<file path="src/ufk_pkg.sv">
package ufk_pkg;

  localparam int DEF_MAX_NODES = 1024;
  localparam int NODE_W        = 11;
  localparam logic [NODE_W-1:0] NODE_COUNT_RST = 11'd1024;

  localparam logic OP_UNITE = 1'b0;
  localparam logic OP_QUERY = 1'b1;

  // source of the walk pointer for the next cycle
  typedef enum logic [2:0] {
    CUR_HOLD,
    CUR_A,
    CUR_B,
    CUR_MEM,
    CUR_TOP,
    CUR_JM1
  } ufk_cur_sel_t;

  typedef struct packed {
    logic         clr_step;
    logic         accept;
    ufk_cur_sel_t cur_sel;
    logic         ra_load;
    logic         r_load;
    logic         link_write;
    logic         scan_init;
    logic         scan_hit;
    logic         scan_next;
    logic         res_hit;
    logic         res_miss;
    logic         out_load;
  } ufk_cmd_t;

  typedef struct packed {
    logic clr_last;
    logic in_is_query;
    logic in_unite_ok;
    logic in_query_ok;
    logic mem_is_root;
    logic cur_is_ra;
    logic cur_is_r;
    logic hit_last;
    logic j_zero;
    logic out_busy;
  } ufk_status_t;

endpackage

</file>
<file path="src/ufk_ctrl.sv">
module ufk_ctrl (
  input  logic                 clk,
  input  logic                 rst_n,
  input  logic                 in_valid,
  output logic                 in_ready,
  input  ufk_pkg::ufk_status_t status,
  output ufk_pkg::ufk_cmd_t    cmd
);

  typedef enum logic [2:0] {
    S_CLEAR,
    S_IDLE,
    S_WALK_RD,
    S_WALK_CHK,
    S_PUSH
  } state_t;

  // what to do once the walk reaches a root
  typedef enum logic [1:0] {
    P_UNITE_A,
    P_UNITE_B,
    P_QUERY_ROOT,
    P_SCAN
  } purpose_t;

  state_t   state_r, state_nxt;
  purpose_t purpose_r, purpose_nxt;

  assign in_ready = (state_r == S_IDLE);

  always_comb begin
    cmd         = '0;
    cmd.cur_sel = ufk_pkg::CUR_HOLD;
    state_nxt   = state_r;
    purpose_nxt = purpose_r;
    unique case (state_r)
      S_CLEAR: begin
        cmd.clr_step = 1'b1;
        if (status.clr_last) begin
          state_nxt = S_IDLE;
        end
      end
      S_IDLE: begin
        if (in_valid) begin
          cmd.accept = 1'b1;
          if (status.in_unite_ok) begin
            cmd.cur_sel = ufk_pkg::CUR_A;
            purpose_nxt = P_UNITE_A;
            state_nxt   = S_WALK_RD;
          end else if (status.in_query_ok) begin
            cmd.cur_sel = ufk_pkg::CUR_A;
            purpose_nxt = P_QUERY_ROOT;
            state_nxt   = S_WALK_RD;
          end else if (status.in_is_query) begin
            cmd.res_miss = 1'b1;
            state_nxt    = S_PUSH;
          end
        end
      end
      S_WALK_RD: begin
        state_nxt = S_WALK_CHK;
      end
      S_WALK_CHK: begin
        if (!status.mem_is_root) begin
          cmd.cur_sel = ufk_pkg::CUR_MEM;
          state_nxt   = S_WALK_RD;
        end else begin
          unique case (purpose_r)
            P_UNITE_A: begin
              cmd.ra_load = 1'b1;
              cmd.cur_sel = ufk_pkg::CUR_B;
              purpose_nxt = P_UNITE_B;
              state_nxt   = S_WALK_RD;
            end
            P_UNITE_B: begin
              cmd.link_write = !status.cur_is_ra;
              state_nxt      = S_IDLE;
            end
            P_QUERY_ROOT: begin
              cmd.r_load    = 1'b1;
              cmd.scan_init = 1'b1;
              cmd.cur_sel   = ufk_pkg::CUR_TOP;
              purpose_nxt   = P_SCAN;
              state_nxt     = S_WALK_RD;
            end
            P_SCAN: begin
              cmd.scan_hit = status.cur_is_r;
              if (status.cur_is_r && status.hit_last) begin
                cmd.res_hit = 1'b1;
                state_nxt   = S_PUSH;
              end else if (status.j_zero) begin
                cmd.res_miss = 1'b1;
                state_nxt    = S_PUSH;
              end else begin
                cmd.scan_next = 1'b1;
                cmd.cur_sel   = ufk_pkg::CUR_JM1;
                state_nxt     = S_WALK_RD;
              end
            end
            default: begin
              state_nxt = S_IDLE;
            end
          endcase
        end
      end
      S_PUSH: begin
        if (!status.out_busy) begin
          cmd.out_load = 1'b1;
          state_nxt    = S_IDLE;
        end
      end
      default: begin
        state_nxt = S_IDLE;
      end
    endcase
  end

  always_ff @(posedge clk) begin
    if (!rst_n) begin
      state_r   <= S_CLEAR;
      purpose_r <= P_UNITE_A;
    end else begin
      state_r   <= state_nxt;
      purpose_r <= purpose_nxt;
    end
  end

endmodule

</file>
<file path="config.mk">
export PLATFORM = sky130hd
export DESIGN_NAME = ufk_ctrl
export DESIGN_NICKNAME = d
export VERILOG_FILES = /design/src/ufk_pkg.sv /design/src/ufk_ctrl.sv
export SDC_FILE = /design/constraint.sdc
export NUM_CORES = 1
export LEC_CHECK = 0
export BUFFER_PORTS_ARGS = -buffer_cell sky130_fd_sc_hd__buf_2
export CORE_AREA = 3 3 40 42
export CTS_BUF_LIST = sky130_fd_sc_hd__clkbuf_8
export DETAILED_ROUTE_END_ITERATION = 12
export DIE_AREA = 0 0 43 45
export PLACE_DENSITY = 0.67
export RECOVER_POWER = 25
export SETUP_SLACK_MARGIN = 0.05
export SYNTH_ARGS = -nofsm -noshare
export SYNTH_HDL_FRONTEND = slang
export SYNTH_SLANG_ARGS = --single-unit
</file>
<file path="constraint.sdc">
create_clock -name clk -period 3.5 [get_ports clk]
set_input_delay 0.7 -clock clk [delete_from_list [all_inputs] [get_ports clk]]
set_output_delay 0.7 -clock clk [all_outputs]
set_load 0.02 [all_outputs]
</file>
**Word-level counts from Yosys, hierarchy flattened**

Cells that the tools add are included.

- Register bits: 5
- Input bits: 13
- Output and inout port bits: 15
- Word-level logic and storage cells: 69

- Muxes and demuxes: 45
- Reduce and logical (&&, ||, !) cells: 8
- Equality and inequality tests: 14

Operators with widths:

| cell | number |
|---|---|
| 2-to-1 mux 3 bit | 12 |
| 2-to-1 mux 1 bit | 18 |
| case mux 3 bit (3 select lines) | 2 |
| case mux 3 bit (5 select lines) | 1 |
| 2-to-1 mux 2 bit | 4 |
| 2-to-1 mux 4 bit | 2 |
| 2-to-1 mux 8 bit | 1 |
| inequality test 2 bit, second input constant | 4 |
| case mux 2 bit (2 select lines) | 2 |
| 2-to-1 mux 7 bit | 1 |
| equality test 3 x 2 -> 1 bit, second input constant | 2 |
| inequality test 3 x 1 -> 1 bit, second input constant | 2 |
| case mux 3 bit (2 select lines) | 1 |
| AND reduction 5 bit | 1 |
| equality test 2 bit, second input constant | 2 |
| inequality test 4 x 1 -> 1 bit, second input constant | 1 |
| AND reduction 4 bit | 1 |
| equality test 3 x 1 -> 1 bit, second input constant | 1 |
| equality test 3 bit, second input constant | 1 |
| logical NOT 3 bit | 1 |
| equality test 2 x 1 -> 1 bit, second input constant | 1 |
| logical NOT 2 bit | 1 |
| case mux 1 bit (2 select lines) | 1 |
| nonzero test 2 bit | 1 |
| other kinds (3) | 3 |

**Depth between registers and ports, before layout**

- Depth in word-level cells: 5
- Mapped depth: 5
- Mapped depth without buffers: 3

**Least setup slack after synthesis**

Ideal clock, no wire load.

- Path kind: in2out
- From: input port status[5] in the netlist's numbering
- To: output port cmd[1] in the netlist's numbering
- Setup slack: 1.420 ns
- Stages on the path: 3
- Path buffers: 0
- Arrival: 1.380 ns
- Required time: 2.800 ns
- Path through: and4b_1 nand2_2 o22ai_1

RTL lines:

| what | RTL line | source |
|---|---|---|
| start: declaration | ufk_ctrl.sv:6 | `input ufk_pkg::ufk_status_t status,` |
| end: declaration | ufk_ctrl.sv:7 | `output ufk_pkg::ufk_cmd_t cmd` |

==> results.sh <==
export IMPL_status="completed"
export IMPL_critPathKind="input pin to output pin"
export IMPL_num_vias=576
export IMPL_area_growth_pct=33.9
export IMPL_pwr_share_seq=0.305
export IMPL_tritoncts_num_buffers=3
export IMPL_startpoint_type="input pin"
export IMPL_viasPerCell=5.33
export IMPL_ctsHoldBuffers=0
export IMPL_fill_cells=151
export IMPL_p_clk_frac=0.513
export IMPL_r2r_end="purpose_r[1]"
export IMPL_drtPass1Iterations=4
export IMPL_setup_viol=0
export IMPL_cpLargestDelayFamily="simple AND/OR/NAND/NOR gates"
export IMPL_hp_start="purpose_r[1]"
export IMPL_finalSetupTns_ns=0
export IMPL_skew_ns=0.000697
export IMPL_end_kind="output pin"
export IMPL_min_period_over_period=0.648
export IMPL_placed_area_sq_um=602
export IMPL_synth_nets=79
export IMPL_power_switching_w=0.0000558
export IMPL_rows=13
export IMPL_seq_area_frac_synth=0.212
export IMPL_tightest_slew_ns=0.361
export IMPL_num_nets_final=107
export IMPL_routedWlPerCell_um=12.2
export IMPL_leakagePower_nw=0.322
export IMPL_worstPathRequired_ns=2.80
export IMPL_worst_r2r_path_depth=3
export IMPL_grt_pass1_vias=525
export IMPL_route_detailed_drc=0
export IMPL_grt_usage=0.155
export IMPL_worstPathArrival_ns=1.57
export IMPL_ir_worst_vdd_mv=0.139
export IMPL_io_buffer_count=27
export IMPL_slowest_delay_ns=0.29
export IMPL_root_buffer="clkbuf_8"
export IMPL_antenna_found_initial=0
export IMPL_htree_num_levels=1
export IMPL_gp_congestion=0.754
export IMPL_cts_tree="done"
export IMPL_dp_hpwl_mm=1.06
export IMPL_reg2reg_slack_ns=2.26
export IMPL_cp_slowest_cell="and4b_1"
export IMPL_p_int_w=0.000151
export IMPL_relSlewSlack=0.759
export IMPL_grt_pass1_wl_mm=2.22
export IMPL_reg2reg_from="state_r[1]"
export IMPL_fmax_mhz=441
export IMPL_io_pins=28
export IMPL_post_cts_buffers=0
export IMPL_slew_violations=0
export IMPL_die_w_um=43
export IMPL_worst_path_stages=5
export IMPL_initial_utilization=0.368
export IMPL_syn_avg_cell_area_sq_um=7.17
export IMPL_critPathMostFrequentCell="buf_2"
export IMPL_hold_path_depth=2
export IMPL_fp_dieH_um=45
export IMPL_combPwrFrac=0.181
export IMPL_post_cts_resized=0
export IMPL_drt_iter0_drc=12
export IMPL_core_area_sq_um=1280
export IMPL_maxCapViolCount=0
export IMPL_dieArea_sq_um=1940
export IMPL_cts_sinks=5
export IMPL_grt_max_degree=12
export IMPL_wl_mm=1.32
export IMPL_fin_area_sq_um=633
export IMPL_finalHoldViolCount=0
export IMPL_powerDensity_nw_per_um2=326
export IMPL_hold_path_class="flop to flop"
export IMPL_insertion_delay_ns=0.22
export IMPL_synth_warnings=0
export IMPL_rsz0062_at_grt="false"
export IMPL_antenna_left=0
export IMPL_antenna_cells=0
export IMPL_synthesis_area_sq_um=473
export IMPL_post_route_cells_drive_above_1_share=0.355
export IMPL_netlist_cell_type_count=33
export IMPL_netSwitchingFraction=0.270
export IMPL_cp_num_buf_inv=2
export IMPL_cts_path_max_buffers=2
export IMPL_grt_overflow=0
export IMPL_worstPathCellList="buf_2 > and4b_1 > nand2_2 > o22ai_1 > buf_2"
export IMPL_worstHoldEndpoint="purpose_r[1]"
export IMPL_finalCriticalPeriod_ns=2.27
export IMPL_cts_clk_slew_worst_paths_ns=0.04
export IMPL_postSynthCellCount=66
export IMPL_synth_seq_cells=5
export IMPL_crit_path_max_fanout=6
per-stage QoR:
step	worst slack (ns)	util	power [W]	instances	hold WS (ns)
6_report	1.23	0.493	0.000207	108	0.547
3_3_place_gp	1.25	0.468	0.000103	104	0.526
4_1_cts	1.24	0.503	0.000211	108	0.549
2_1_floorplan	1.42	-	0.0000865	66	0.484
3_5_place_dp	1.24	0.468	0.000103	104	0.544
5_1_grt	1.12	0.493	0.000222	108	0.585
worst register-to-register path, delay by kind of cell, from the launching register on:
family | cells | cell delay, ns
DFF | 1 | 0.41
muxes | 1 | 0.22
and+or+nand+nor | 2 | 0.55
state kept, by name, indices dropped and copies added (netlist names):
| name | cells |
|---|---|
| state_r | 3 |
| purpose_r | 2 |
power groups by stage:
stage               Clock [W]  Combinational [W]  Sequential [W]
floorplan                   0          0.0000257       0.0000608
global placement            0          0.0000389       0.0000639
detailed placement          0          0.0000390       0.0000639
CTS                  0.000109          0.0000392       0.0000630
global route         0.000117          0.0000412       0.0000634
finish               0.000106          0.0000375       0.0000631
cells by family (layout without fill, tap and decap cells):
group | after synthesis | count (layout) | synth area share
mux | 1 | 1 | 0.0212
buf+inv | 5 | 32 | 0.0608
simple gates | 39 | 39 | 0.474
flops | 5 | 5 | 0.212
compound gates | 16 | 16 | 0.233
synthesized netlist by cell type:
master / number / area [sq um]
nand2_1: 8 / 30.0
nor3b_2: 1 / 12.5
nand3_1: 1 / 5.00
nand4b_1: 2 / 17.5
nand3b_1: 2 / 15.0
dfxtp_1: 5 / 100
a32oi_2: 1 / 16.3
nor2_1: 10 / 37.5
buf_2: 1 / 5.00
nor2b_1: 1 / 6.26
o211a_1: 1 / 10.0
a21o_1: 1 / 7.51
a31o_2: 1 / 8.76
and4b_1: 1 / 10.0
nand2b_1: 1 / 6.26
and3_1: 1 / 6.26
a31oi_1: 1 / 6.26
or3_4: 1 / 11.3
o21ai_0: 5 / 25.0
or2_2: 1 / 6.26
a32oi_1: 1 / 8.76
buf_4: 2 / 15.0
a21oi_1: 3 / 15.0
clkbuf_2: 1 / 5.00
mux2i_1: 1 / 10.0
inv_1: 1 / 3.75
and2_1: 3 / 18.8
nand4bb_1: 1 / 11.3
nor3_1: 2 / 10.0
o22ai_1: 2 / 12.5
nand4_1: 1 / 6.26
and2b_1: 1 / 7.51
nand2_2: 1 / 6.26
per-layer routing:
| layer | global-route usage | wire (um) | vias to the layer above | part of all wire |
|---|---|---|---|---|
| met5 | 0 | 0 | - | 0 |
| met4 | 0.108 | 17 | 0 | 0.013 |
| met3 | 0.0398 | 82 | 2 | 0.062 |
| met2 | 0.234 | 603 | 15 | 0.46 |
| met1 | 0.194 | 613 | 263 | 0.47 |
| li1 | - | - | 296 | - |
cell usage in the layout (no fill, tap or decap), drive strengths merged, types with 2 or more instances in the layout:
cell	count
clkbuf	4
and2	3
nor3	2
a21oi	3
inv	2
nor2	10
nand2	9
o21ai	5
dfxtp	5
o22ai	2
nand3b	2
buf	26
nand4b	2
a32oi	2
worst max-delay path by stage:
stage                          start  endpoint  slack (ns)
final                      status[5]    cmd[1]        1.23
after global routing      state_r[1]    cmd[1]        1.12
after CTS                  status[5]    cmd[1]        1.24
after detailed placement   status[5]    cmd[1]        1.24
after global placement     status[5]    cmd[1]        1.25
after floorplan            status[5]    cmd[1]        1.42
final cells by class:
class                   count  area, sq um  share of cell area
inverters                   1         3.75             0.00593
repair buffers             27          134               0.211
flip-flops and latches      5          100               0.158
well taps                  15         18.8              0.0296
multi-input cells          56          332               0.524
clock inverters             1         3.75             0.00593
clock buffers               3         41.3              0.0652
(Power assumes the default switching activity.)
